`src/rtl/core/i8mm_pkg.sv`:
```
// ----------------------------------------------------------------------------
// i8mm_pkg
// Shared types, codes and helpers for the int8 zero-point matrix multiply.
// ----------------------------------------------------------------------------
package i8mm_pkg;

  // store geometry
  localparam int MAX_DIM  = 8;
  localparam int DIM_W    = 4;                        // dimension register width
  localparam int POS_W    = $clog2(MAX_DIM);          // row / column / depth index
  localparam int ADDR_W   = $clog2(MAX_DIM * MAX_DIM);
  localparam int MEM_DEPTH = MAX_DIM * MAX_DIM;

  // payload widths
  localparam int CMD_W   = 3;
  localparam int INDEX_W = 6;
  localparam int BYTE_W  = 8;
  localparam int SUM_W   = 32;

  // arithmetic widths
  localparam int VAL_W  = BYTE_W + 1;                 // byte as signed value
  localparam int DIFF_W = VAL_W + 1;                  // value minus zero point
  localparam int PROD_W = 2 * DIFF_W;
  localparam int ACC_W  = PROD_W + POS_W + 1;

  // configuration port
  localparam int CFG_IDX_W  = 3;
  localparam int CFG_DATA_W = 4;

  localparam logic [CFG_IDX_W-1:0] CFG_M_ROWS       = 3'd0;
  localparam logic [CFG_IDX_W-1:0] CFG_K_DEPTH      = 3'd1;
  localparam logic [CFG_IDX_W-1:0] CFG_N_COLS       = 3'd2;
  localparam logic [CFG_IDX_W-1:0] CFG_A_IS_SIGNED  = 3'd3;
  localparam logic [CFG_IDX_W-1:0] CFG_B_IS_SIGNED  = 3'd4;
  localparam logic [CFG_IDX_W-1:0] CFG_A_ZP_PER_ROW = 3'd5;
  localparam logic [CFG_IDX_W-1:0] CFG_B_ZP_PER_COL = 3'd6;

  // command codes
  localparam logic [CMD_W-1:0] CMD_LOAD_A    = 3'd0;
  localparam logic [CMD_W-1:0] CMD_LOAD_B    = 3'd1;
  localparam logic [CMD_W-1:0] CMD_LOAD_A_ZP = 3'd2;
  localparam logic [CMD_W-1:0] CMD_LOAD_B_ZP = 3'd3;
  localparam logic [CMD_W-1:0] CMD_COMPUTE   = 3'd4;

  // reset values of the dimension registers
  localparam logic [DIM_W-1:0] DIM_RESET = DIM_W'(MAX_DIM);

  // dimension register to a usable size: zero acts as one, large values saturate
  function automatic logic [DIM_W-1:0] clamp_dim(input logic [DIM_W-1:0] d);
    logic [DIM_W-1:0] r;
    if (d == '0) begin
      r = DIM_W'(1);
    end else if (d > DIM_W'(MAX_DIM)) begin
      r = DIM_W'(MAX_DIM);
    end else begin
      r = d;
    end
    return r;
  endfunction

  // raw byte to a signed value, per signedness flag
  function automatic logic signed [VAL_W-1:0] byte_ext(input logic [BYTE_W-1:0] raw,
                                                        input logic is_signed);
    logic signed [VAL_W-1:0] v;
    v = is_signed ? {raw[BYTE_W-1], raw} : {1'b0, raw};
    return v;
  endfunction

endpackage

```
`src/rtl/core/i8mm_if.sv`:
```
// ----------------------------------------------------------------------------
// i8mm channel interfaces
// Valid/ready channels for command beats in and result beats out.
// ----------------------------------------------------------------------------

// command channel
interface i8mm_in_if;
  logic                             valid;
  logic                             ready;
  logic [i8mm_pkg::CMD_W-1:0]       cmd;
  logic [i8mm_pkg::INDEX_W-1:0]     index;
  logic [i8mm_pkg::BYTE_W-1:0]      value;

  modport source (output valid, output cmd, output index, output value, input ready);
  modport sink   (input valid, input cmd, input index, input value, output ready);
endinterface

// result channel
interface i8mm_out_if;
  logic                             valid;
  logic                             ready;
  logic signed [i8mm_pkg::SUM_W-1:0] sum;
  logic [i8mm_pkg::POS_W-1:0]       row;
  logic [i8mm_pkg::POS_W-1:0]       col;
  logic                             last;

  modport source (output valid, output sum, output row, output col, output last, input ready);
  modport sink   (input valid, input sum, input row, input col, input last, output ready);
endinterface

```
`src/rtl/core/int8_matmul_zero_point.sv`:
```
// Load beats are accepted back to back while the sequencer is idle.
// A compute beat runs, per result element, K passes through the shared
// read / multiply / accumulate sequence (S_RD, S_MUL, S_ACC), then holds the
// result in S_OUT until the beat is taken; input ready stays low until the last result goes.
// Reset (synchronous, rst_n low) clears config to defaults, zero points to zero
// and the sequencer to idle; matrix stores are not cleared.
// ----------------------------------------------------------------------------
// int8_matmul_zero_point
// Quantized 8-bit matrix multiply with single or per-row / per-column zero points,
// computed by one shared multiply-accumulate unit under a small sequencer.
// ----------------------------------------------------------------------------
module int8_matmul_zero_point (
  input  logic                                  clk,
  input  logic                                  rst_n,
  i8mm_in_if.sink                               in_ch,
  i8mm_out_if.source                            out_ch,
  input  logic                                  cfg_we,
  input  logic [i8mm_pkg::CFG_IDX_W-1:0]        cfg_index,
  input  logic [i8mm_pkg::CFG_DATA_W-1:0]       cfg_wdata
);

  typedef enum logic [4:0] {
    S_IDLE = 5'b00001,
    S_RD   = 5'b00010,
    S_MUL  = 5'b00100,
    S_ACC  = 5'b01000,
    S_OUT  = 5'b10000
  } state_t;

  // configuration registers
  logic [i8mm_pkg::DIM_W-1:0] cfg_m_r, cfg_k_r, cfg_n_r;
  logic cfg_a_sgn_r, cfg_b_sgn_r, cfg_a_row_r, cfg_b_col_r;

  // stores
  logic [i8mm_pkg::BYTE_W-1:0] a_mem [i8mm_pkg::MEM_DEPTH];
  logic [i8mm_pkg::BYTE_W-1:0] b_mem [i8mm_pkg::MEM_DEPTH];
  logic [i8mm_pkg::BYTE_W-1:0] a_rd_r, b_rd_r;
  logic [i8mm_pkg::BYTE_W-1:0] zp_a_r [i8mm_pkg::MAX_DIM];
  logic [i8mm_pkg::BYTE_W-1:0] zp_b_r [i8mm_pkg::MAX_DIM];

  // sequencer state
  state_t state_r, state_nxt;
  logic [i8mm_pkg::POS_W-1:0]  i_r, i_nxt, j_r, j_nxt, kk_r, kk_nxt;
  logic [i8mm_pkg::POS_W-1:0]  m_last_r, m_last_nxt, k_last_r, k_last_nxt;
  logic [i8mm_pkg::POS_W-1:0]  n_last_r, n_last_nxt;
  logic [i8mm_pkg::DIM_W-1:0]  k_dim_r, k_dim_nxt, n_dim_r, n_dim_nxt;
  logic [i8mm_pkg::ADDR_W-1:0] a_base_r, a_base_nxt, a_addr_r, a_addr_nxt;
  logic [i8mm_pkg::ADDR_W-1:0] b_addr_r, b_addr_nxt;
  logic signed [i8mm_pkg::ACC_W-1:0]  acc_r, acc_nxt, acc_sum;
  logic signed [i8mm_pkg::PROD_W-1:0] prod_r, prod_nxt;
  logic signed [i8mm_pkg::SUM_W-1:0]  out_sum_r, out_sum_nxt;
  logic [i8mm_pkg::POS_W-1:0]  out_row_r, out_row_nxt, out_col_r, out_col_nxt;
  logic                        out_last_r, out_last_nxt;

  logic in_fire, out_fire;
  logic [i8mm_pkg::DIM_W-1:0] m_cl, k_cl, n_cl;
  logic signed [i8mm_pkg::VAL_W-1:0]  a_val, b_val, zpa_val, zpb_val;
  logic signed [i8mm_pkg::DIFF_W-1:0] diff_a, diff_b;
  logic [i8mm_pkg::POS_W-1:0] zpa_sel, zpb_sel;
  logic [i8mm_pkg::ADDR_W-1:0] a_base_step;

  assign in_ch.ready = (state_r == S_IDLE);
  assign in_fire     = in_ch.valid && in_ch.ready;
  assign out_ch.valid = (state_r == S_OUT);
  assign out_ch.sum   = out_sum_r;
  assign out_ch.row   = out_row_r;
  assign out_ch.col   = out_col_r;
  assign out_ch.last  = out_last_r;
  assign out_fire     = out_ch.valid && out_ch.ready;

  // configuration writes
  always_ff @(posedge clk) begin
    if (!rst_n) begin
      cfg_m_r     <= i8mm_pkg::DIM_RESET;
      cfg_k_r     <= i8mm_pkg::DIM_RESET;
      cfg_n_r     <= i8mm_pkg::DIM_RESET;
      cfg_a_sgn_r <= 1'b0;
      cfg_b_sgn_r <= 1'b0;
      cfg_a_row_r <= 1'b0;
      cfg_b_col_r <= 1'b0;
    end else if (cfg_we) begin
      unique case (cfg_index)
        i8mm_pkg::CFG_M_ROWS:       cfg_m_r     <= cfg_wdata;
        i8mm_pkg::CFG_K_DEPTH:      cfg_k_r     <= cfg_wdata;
        i8mm_pkg::CFG_N_COLS:       cfg_n_r     <= cfg_wdata;
        i8mm_pkg::CFG_A_IS_SIGNED:  cfg_a_sgn_r <= cfg_wdata[0];
        i8mm_pkg::CFG_B_IS_SIGNED:  cfg_b_sgn_r <= cfg_wdata[0];
        i8mm_pkg::CFG_A_ZP_PER_ROW: cfg_a_row_r <= cfg_wdata[0];
        i8mm_pkg::CFG_B_ZP_PER_COL: cfg_b_col_r <= cfg_wdata[0];
        default: ;
      endcase
    end
  end

  // matrix A store: load writes, registered read
  always_ff @(posedge clk) begin
    if (in_fire && in_ch.cmd == i8mm_pkg::CMD_LOAD_A) begin
      a_mem[in_ch.index] <= in_ch.value;
    end
    a_rd_r <= a_mem[a_addr_r];
  end

  // matrix B store: load writes, registered read
  always_ff @(posedge clk) begin
    if (in_fire && in_ch.cmd == i8mm_pkg::CMD_LOAD_B) begin
      b_mem[in_ch.index] <= in_ch.value;
    end
    b_rd_r <= b_mem[b_addr_r];
  end

  // zero-point stores, cleared at reset; indexes past the store are dropped
  always_ff @(posedge clk) begin
    if (!rst_n) begin
      for (int e = 0; e < i8mm_pkg::MAX_DIM; e++) begin
        zp_a_r[e] <= '0;
        zp_b_r[e] <= '0;
      end
    end else if (in_fire && in_ch.index[i8mm_pkg::INDEX_W-1:i8mm_pkg::POS_W] == '0) begin
      if (in_ch.cmd == i8mm_pkg::CMD_LOAD_A_ZP) begin
        zp_a_r[in_ch.index[i8mm_pkg::POS_W-1:0]] <= in_ch.value;
      end
      if (in_ch.cmd == i8mm_pkg::CMD_LOAD_B_ZP) begin
        zp_b_r[in_ch.index[i8mm_pkg::POS_W-1:0]] <= in_ch.value;
      end
    end
  end

  // shared multiply operands
  assign zpa_sel = cfg_a_row_r ? i_r : '0;
  assign zpb_sel = cfg_b_col_r ? j_r : '0;
  assign a_val   = i8mm_pkg::byte_ext(a_rd_r, cfg_a_sgn_r);
  assign b_val   = i8mm_pkg::byte_ext(b_rd_r, cfg_b_sgn_r);
  assign zpa_val = i8mm_pkg::byte_ext(zp_a_r[zpa_sel], cfg_a_sgn_r);
  assign zpb_val = i8mm_pkg::byte_ext(zp_b_r[zpb_sel], cfg_b_sgn_r);
  assign diff_a  = {a_val[i8mm_pkg::VAL_W-1], a_val} - {zpa_val[i8mm_pkg::VAL_W-1], zpa_val};
  assign diff_b  = {b_val[i8mm_pkg::VAL_W-1], b_val} - {zpb_val[i8mm_pkg::VAL_W-1], zpb_val};
  assign acc_sum = acc_r
                 + {{(i8mm_pkg::ACC_W-i8mm_pkg::PROD_W){prod_r[i8mm_pkg::PROD_W-1]}}, prod_r};

  // clamped dimensions for a new compute
  assign m_cl = i8mm_pkg::clamp_dim(cfg_m_r);
  assign k_cl = i8mm_pkg::clamp_dim(cfg_k_r);
  assign n_cl = i8mm_pkg::clamp_dim(cfg_n_r);
  assign a_base_step = a_base_r + {{(i8mm_pkg::ADDR_W-i8mm_pkg::DIM_W){1'b0}}, k_dim_r};

  // sequencer next state
  always_comb begin
    state_nxt    = state_r;
    i_nxt        = i_r;
    j_nxt        = j_r;
    kk_nxt       = kk_r;
    m_last_nxt   = m_last_r;
    k_last_nxt   = k_last_r;
    n_last_nxt   = n_last_r;
    k_dim_nxt    = k_dim_r;
    n_dim_nxt    = n_dim_r;
    a_base_nxt   = a_base_r;
    a_addr_nxt   = a_addr_r;
    b_addr_nxt   = b_addr_r;
    acc_nxt      = acc_r;
    prod_nxt     = prod_r;
    out_sum_nxt  = out_sum_r;
    out_row_nxt  = out_row_r;
    out_col_nxt  = out_col_r;
    out_last_nxt = out_last_r;
    unique case (state_r)
      S_IDLE: begin
        // start a compute run
        if (in_fire && in_ch.cmd == i8mm_pkg::CMD_COMPUTE) begin
          m_last_nxt = i8mm_pkg::POS_W'(m_cl - 1'b1);
          k_last_nxt = i8mm_pkg::POS_W'(k_cl - 1'b1);
          n_last_nxt = i8mm_pkg::POS_W'(n_cl - 1'b1);
          k_dim_nxt  = k_cl;
          n_dim_nxt  = n_cl;
          i_nxt      = '0;
          j_nxt      = '0;
          kk_nxt     = '0;
          a_base_nxt = '0;
          a_addr_nxt = '0;
          b_addr_nxt = '0;
          acc_nxt    = '0;
          state_nxt  = S_RD;
        end
      end
      S_RD: begin
        // store reads in flight
        state_nxt = S_MUL;
      end
      S_MUL: begin
        prod_nxt  = diff_a * diff_b;
        state_nxt = S_ACC;
      end
      S_ACC: begin
        acc_nxt = acc_sum;
        if (kk_r == k_last_r) begin
          out_sum_nxt  = i8mm_pkg::SUM_W'(acc_sum);
          out_row_nxt  = i_r;
          out_col_nxt  = j_r;
          out_last_nxt = (i_r == m_last_r) && (j_r == n_last_r);
          state_nxt    = S_OUT;
        end else begin
          kk_nxt     = kk_r + 1'b1;
          a_addr_nxt = a_addr_r + 1'b1;
          b_addr_nxt = b_addr_r + {{(i8mm_pkg::ADDR_W-i8mm_pkg::DIM_W){1'b0}}, n_dim_r};
          state_nxt  = S_RD;
        end
      end
      S_OUT: begin
        // result beat taken: move to next element or finish
        if (out_fire) begin
          if (out_last_r) begin
            state_nxt = S_IDLE;
          end else begin
            kk_nxt    = '0;
            acc_nxt   = '0;
            state_nxt = S_RD;
            if (j_r == n_last_r) begin
              j_nxt      = '0;
              i_nxt      = i_r + 1'b1;
              a_base_nxt = a_base_step;
              a_addr_nxt = a_base_step;
              b_addr_nxt = '0;
            end else begin
              j_nxt      = j_r + 1'b1;
              a_addr_nxt = a_base_r;
              b_addr_nxt = {{(i8mm_pkg::ADDR_W-i8mm_pkg::POS_W){1'b0}}, j_r + 1'b1};
            end
          end
        end
      end
      default: begin
        state_nxt = S_IDLE;
      end
    endcase
  end

  // sequencer control registers
  always_ff @(posedge clk) begin
    if (!rst_n) begin
      state_r <= S_IDLE;
    end else begin
      state_r <= state_nxt;
    end
  end

  // datapath and index registers
  always_ff @(posedge clk) begin
    i_r        <= i_nxt;
    j_r        <= j_nxt;
    kk_r       <= kk_nxt;
    m_last_r   <= m_last_nxt;
    k_last_r   <= k_last_nxt;
    n_last_r   <= n_last_nxt;
    k_dim_r    <= k_dim_nxt;
    n_dim_r    <= n_dim_nxt;
    a_base_r   <= a_base_nxt;
    a_addr_r   <= a_addr_nxt;
    b_addr_r   <= b_addr_nxt;
    acc_r      <= acc_nxt;
    prod_r     <= prod_nxt;
    out_sum_r  <= out_sum_nxt;
    out_row_r  <= out_row_nxt;
    out_col_r  <= out_col_nxt;
    out_last_r <= out_last_nxt;
  end

endmodule
```
`src/flat_wrapper.sv`:
```
// flat-port wrapper written by rule: the top's interface ports become plain ports
module int8_matmul_zero_point_flat 
  (clk, rst_n, cfg_we, cfg_index, cfg_wdata, in_ch_valid, in_ch_cmd, in_ch_index, in_ch_value, in_ch_ready, out_ch_valid, out_ch_sum, out_ch_row, out_ch_col, out_ch_last, out_ch_ready);
  i8mm_in_if in_ch_i ();
  i8mm_out_if out_ch_i ();
  input  logic clk;
  input  logic rst_n;
  input  logic cfg_we;
  input  logic [i8mm_pkg::CFG_IDX_W-1:0] cfg_index;
  input  logic [i8mm_pkg::CFG_DATA_W-1:0] cfg_wdata;
  input wire logic [$bits(in_ch_i.valid)-1:0] in_ch_valid;
  input wire logic [$bits(in_ch_i.cmd)-1:0] in_ch_cmd;
  input wire logic [$bits(in_ch_i.index)-1:0] in_ch_index;
  input wire logic [$bits(in_ch_i.value)-1:0] in_ch_value;
  output wire logic [$bits(in_ch_i.ready)-1:0] in_ch_ready;
  output wire logic [$bits(out_ch_i.valid)-1:0] out_ch_valid;
  output wire logic [$bits(out_ch_i.sum)-1:0] out_ch_sum;
  output wire logic [$bits(out_ch_i.row)-1:0] out_ch_row;
  output wire logic [$bits(out_ch_i.col)-1:0] out_ch_col;
  output wire logic [$bits(out_ch_i.last)-1:0] out_ch_last;
  input wire logic [$bits(out_ch_i.ready)-1:0] out_ch_ready;
  assign in_ch_i.valid = in_ch_valid;
  assign in_ch_i.cmd = in_ch_cmd;
  assign in_ch_i.index = in_ch_index;
  assign in_ch_i.value = in_ch_value;
  assign in_ch_ready = in_ch_i.ready;
  assign out_ch_valid = out_ch_i.valid;
  assign out_ch_sum = out_ch_i.sum;
  assign out_ch_row = out_ch_i.row;
  assign out_ch_col = out_ch_i.col;
  assign out_ch_last = out_ch_i.last;
  assign out_ch_i.ready = out_ch_ready;
  int8_matmul_zero_point u_core (.clk(clk), .rst_n(rst_n), .in_ch(in_ch_i), .out_ch(out_ch_i), .cfg_we(cfg_we), .cfg_index(cfg_index), .cfg_wdata(cfg_wdata));
endmodule
```
`config.mk`:
```
export PLATFORM = sky130hd
export DESIGN_NAME = int8_matmul_zero_point_flat
export DESIGN_NICKNAME = d
export VERILOG_FILES = /design/src/rtl/core/i8mm_pkg.sv /design/src/rtl/core/i8mm_if.sv /design/src/rtl/core/int8_matmul_zero_point.sv /design/src/flat_wrapper.sv
export SDC_FILE = /design/constraint.sdc
export NUM_CORES = 2
export LEC_CHECK = 0
export ABC_AREA = 0
export BUFFER_PORTS_ARGS = -buffer_cell sky130_fd_sc_hd__clkbuf_2
export CORE_MARGIN = 10
export CORE_UTILIZATION = 30
export CTS_BUF_LIST = sky130_fd_sc_hd__clkbuf_4 sky130_fd_sc_hd__clkbuf_8
export DETAILED_ROUTE_END_ITERATION = 8
export PLACE_DENSITY_LB_ADDON = 0.1
export REMOVE_ABC_BUFFERS = 1
export SLEW_MARGIN = 20
export SYNTH_ARGS = -nofsm -noshare
export SYNTH_HDL_FRONTEND = slang
export SYNTH_SLANG_ARGS = --single-unit
```
`constraint.sdc`:
```
create_clock -name clk -period 11.8 [get_ports clk]
set_clock_uncertainty 0.15 [all_clocks]
set_input_delay 1.18 -clock clk [delete_from_list [all_inputs] [get_ports clk]]
set_output_delay 1.18 -clock clk [all_outputs]
set_load 0.005 [all_outputs]
```
==> flow_summary.json <==
{
  "outcome": "finished, final reports clean",
  "grt_pass1_vias": 31207,
  "start_util_pct": 30.2,
  "layout.nets": 3755,
  "period_share_pct": 75.1,
  "synth_area_sq_mm": 0.0575,
  "path_buf_inv": 2,
  "hold_class": "reg2reg",
  "relSlewSlack_pct": 29.6,
  "synth_edf_count": 1271,
  "drt_iter0_markers": 2073,
  "viasPerCell": 4.79,
  "clock_latency_ns": 0.95,
  "die_w_um": 458,
  "synth.distinct_cells": 74,
  "dpl.hpwl_um": 100000,
  "cpPeakStageDelay_ns": 0.83,
  "post-synth-top-count-cell": "edfxtp_1",
  "fp.dieH_um": 458,
  "clockBufferDepth": 3,
  "finalSetupViolCount": 0,
  "synth_top_flop_cell": "edfxtp_1",
  "track_usage_pct": 14.8,
  "cp_top_family": "adder cells",
  "grt_antenna_before_repair": 12,
  "ant_nets": 0,
  "grt_max_degree": 131,
  "synth_common_cells": "1,271 x edfxtp_1, 272 x mux4_2, 263 x nor2_1",
  "drt-total-wl_um": 157000,
  "core_sq_mm": 0.190,
  "fin_ws_ns": 2.94,
  "dieArea_sq_mm": 0.210,
  "synth_largest_area_cell": "edfxtp_1",
  "ys_seq_area_share_pct": 67.7,
  "yosys_warnings": 0,
  "worstSetupStartpointType": "flop",
  "ys_async_sr_fraction_pct": 0,
  "overflow": 0,
  "hold_buffers": 0,
  "clock.fmax_ghz": 0.113,
  "cpMostUsedCell": "fa_1",
  "period_minus_slack_ns": 8.86,
  "avgRoutedWirePerCell_um": 25.3,
  "areaGrowthSynthToFinish_pct": 13.0,
  "slew_violations": 0,
  "setup_tns_ns": 0,
  "path_max_fanout": 14,
  "criticalPathCategory": "reg2reg",
  "numCtsBuffers": 220,
  "rsz0062_at_grt": "false",
  "seqCellArea_sq_mm": 0.0389,
  "drc_errors": 0,
  "portBuffers": 69,
  "htree_levels": 4,
  "multi_input_area_sq_mm": 0.0173,
  "fp-row-count": 160,
  "syn_avg_cell_area_sq_um": 17.2,
  "ys_ff_latch": 1308,
  "cts.sinks": 1308,
  "finalHoldViolCount": 0,
  "post-cts-setup-buffers": 0,
  "vias": 29739,
  "yosys.area.top_type_share_pct": 66.4,
  "cts_tree": "done",
  "place_congestion": 0.748,
  "cp_cell_sequence": "nand2_1 > mux4_2 > mux2_2 > ha_1 > nor2b_1 > o21ai_0 > a21boi_1 > o2111a_1 > a2bb2oi_1 > nor2_1 > fa_1 > inv_1 > fa_1 > fa_1 > fa_1 > fa_1 > inv_1 > ha_1 > a21o_1 > a21o_1 > o31a_1 > a31oi_1 > nor3_1 > a311o_1",
  "postSynthCellCount": 3335,
  "worst_pin_slew_ns": 1.04,
  "dp_slack_ns": 2.80,
  "cts_resized": 0,
  "arrival_ns": 9.40,
  "cts.clk_slew.worst_paths_ns": 0.06,
  "io_pins": 70,
  "drive_gt1_share_pct": 20.9,
  "ys_top_cells_by_area": "edfxtp_1 66%, mux4_2 11%, fa_1 3.3%, mux2i_1 2.3%, ha_1 2.3%",
  "cts_root_buf": "clkbuf_8",
  "maxCapViolations": 0,
  "grt_pass1_wl_um": 228000,
  "end_kind": "flop",
  "fill_cells": 18229,
  "cp.required_ns": 12.34,
  "firstDrtPassIters": 7,
  "worst_path_max_delay_cell": "a2bb2oi_1"
}
==> layout make-up <==
class	instances	area share, %
Tap cell	2511	4.83
Clock inverter	94	0.893
Antenna cell	6	0.0231
Inverter	158	0.912
Timing Repair Buffer	125	1.31
Multi-Input combinational cell	1712	26.6
Sequential cell	1308	59.9
Clock buffer	296	5.60
==> path summary, 6_finish.rpt <==
kind	start	endpoint	slack [ns]	cells after the start
max	u_core.i_r[0]	u_core.prod_r[16]	2.94	24
min	u_core.cfg_k_r[3]	u_core.k_dim_r[3]	0.35	0
max reg2reg	u_core.i_r[0]	u_core.prod_r[16]	2.94	24
min reg2reg	u_core.cfg_k_r[3]	u_core.k_dim_r[3]	0.35	0
==> registers in the layout, summed over array words and instances (netlist names), 6 cells and up <==
signal	cells
u_core.b_addr_r	6
u_core.a_mem	512
u_core.a_addr_r	6
u_core.b_mem	512
u_core.zp_a_r	64
u_core.zp_b_r	64
u_core.out_ch.sum	24
u_core.prod_r	20
u_core.acc_r	24
u_core.a_base_r	6
u_core.b_rd_r	8
u_core.a_rd_r	8
==> cell families (layout without fill, tap and decap cells) <==
group                      Yosys count  count (layout)  share of synthesized area (%)
DFF                               1308            1308                           67.7
and+or+nand+nor                    680             680                           5.97
muxes                              408             408                           13.0
AOI/OAI and AO/OA                  343             343                           4.13
buffers and inverters              315             673                           2.37
adders and majority gates          201             201                           5.63
xor gates and xnor gates            80              80                           1.22
other                                0               6                              0
==> routing by layer <==
| metal | routed length, um | GRT usage, % | vias up | share of wire, % |
|---|---|---|---|---|
| met5 | 39 | 0 | - | 0.025 |
| met4 | 2950 | 3.63 | 6 | 1.9 |
| met3 | 7390 | 3.46 | 209 | 4.7 |
| met2 | 74300 | 23.6 | 604 | 47 |
| met1 | 72500 | 20.3 | 15545 | 46 |
| li1 | - | - | 13375 | - |
==> stage by stage <==
step                      utilization (%)  hold slack (ns)  cells  area (sq um)
final                                34.1            0.352   6210         65000
after detailed placement             31.9            0.344   5814         60700
after floorplan                         -            0.312   3178         56700
after CTS                            34.1            0.253   6204         65000
after global routing                 34.1            0.313   6207         65000
after global placement               31.9            0.347   5814         60700
==> placed cells by master (no fill, tap or decap), types with 17 or more instances in the layout <==
master	n
clkbuf_2	61
dfxtp_1	37
clkinv_2	26
ha_1	105
buf_4	54
a21oi_1	65
mux4_2	272
a22oi_1	32
nor2_1	262
inv_1	156
nand2b_1	40
clkbuf_4	69
nand3_1	17
a21o_1	27
xor2_1	29
fa_1	96
nor2b_1	32
nand2_1	72
clkbuf_8	227
and2_1	154
clkinv_1	55
o22ai_1	39
edfxtp_1	1271
o221ai_1	32
nor3_1	30
mux2i_1	134
xnor2_1	49
o21ai_0	44
Power is not shown: default switching activity piles up to over one toggle a cycle in this logic, so the estimate is an artifact.
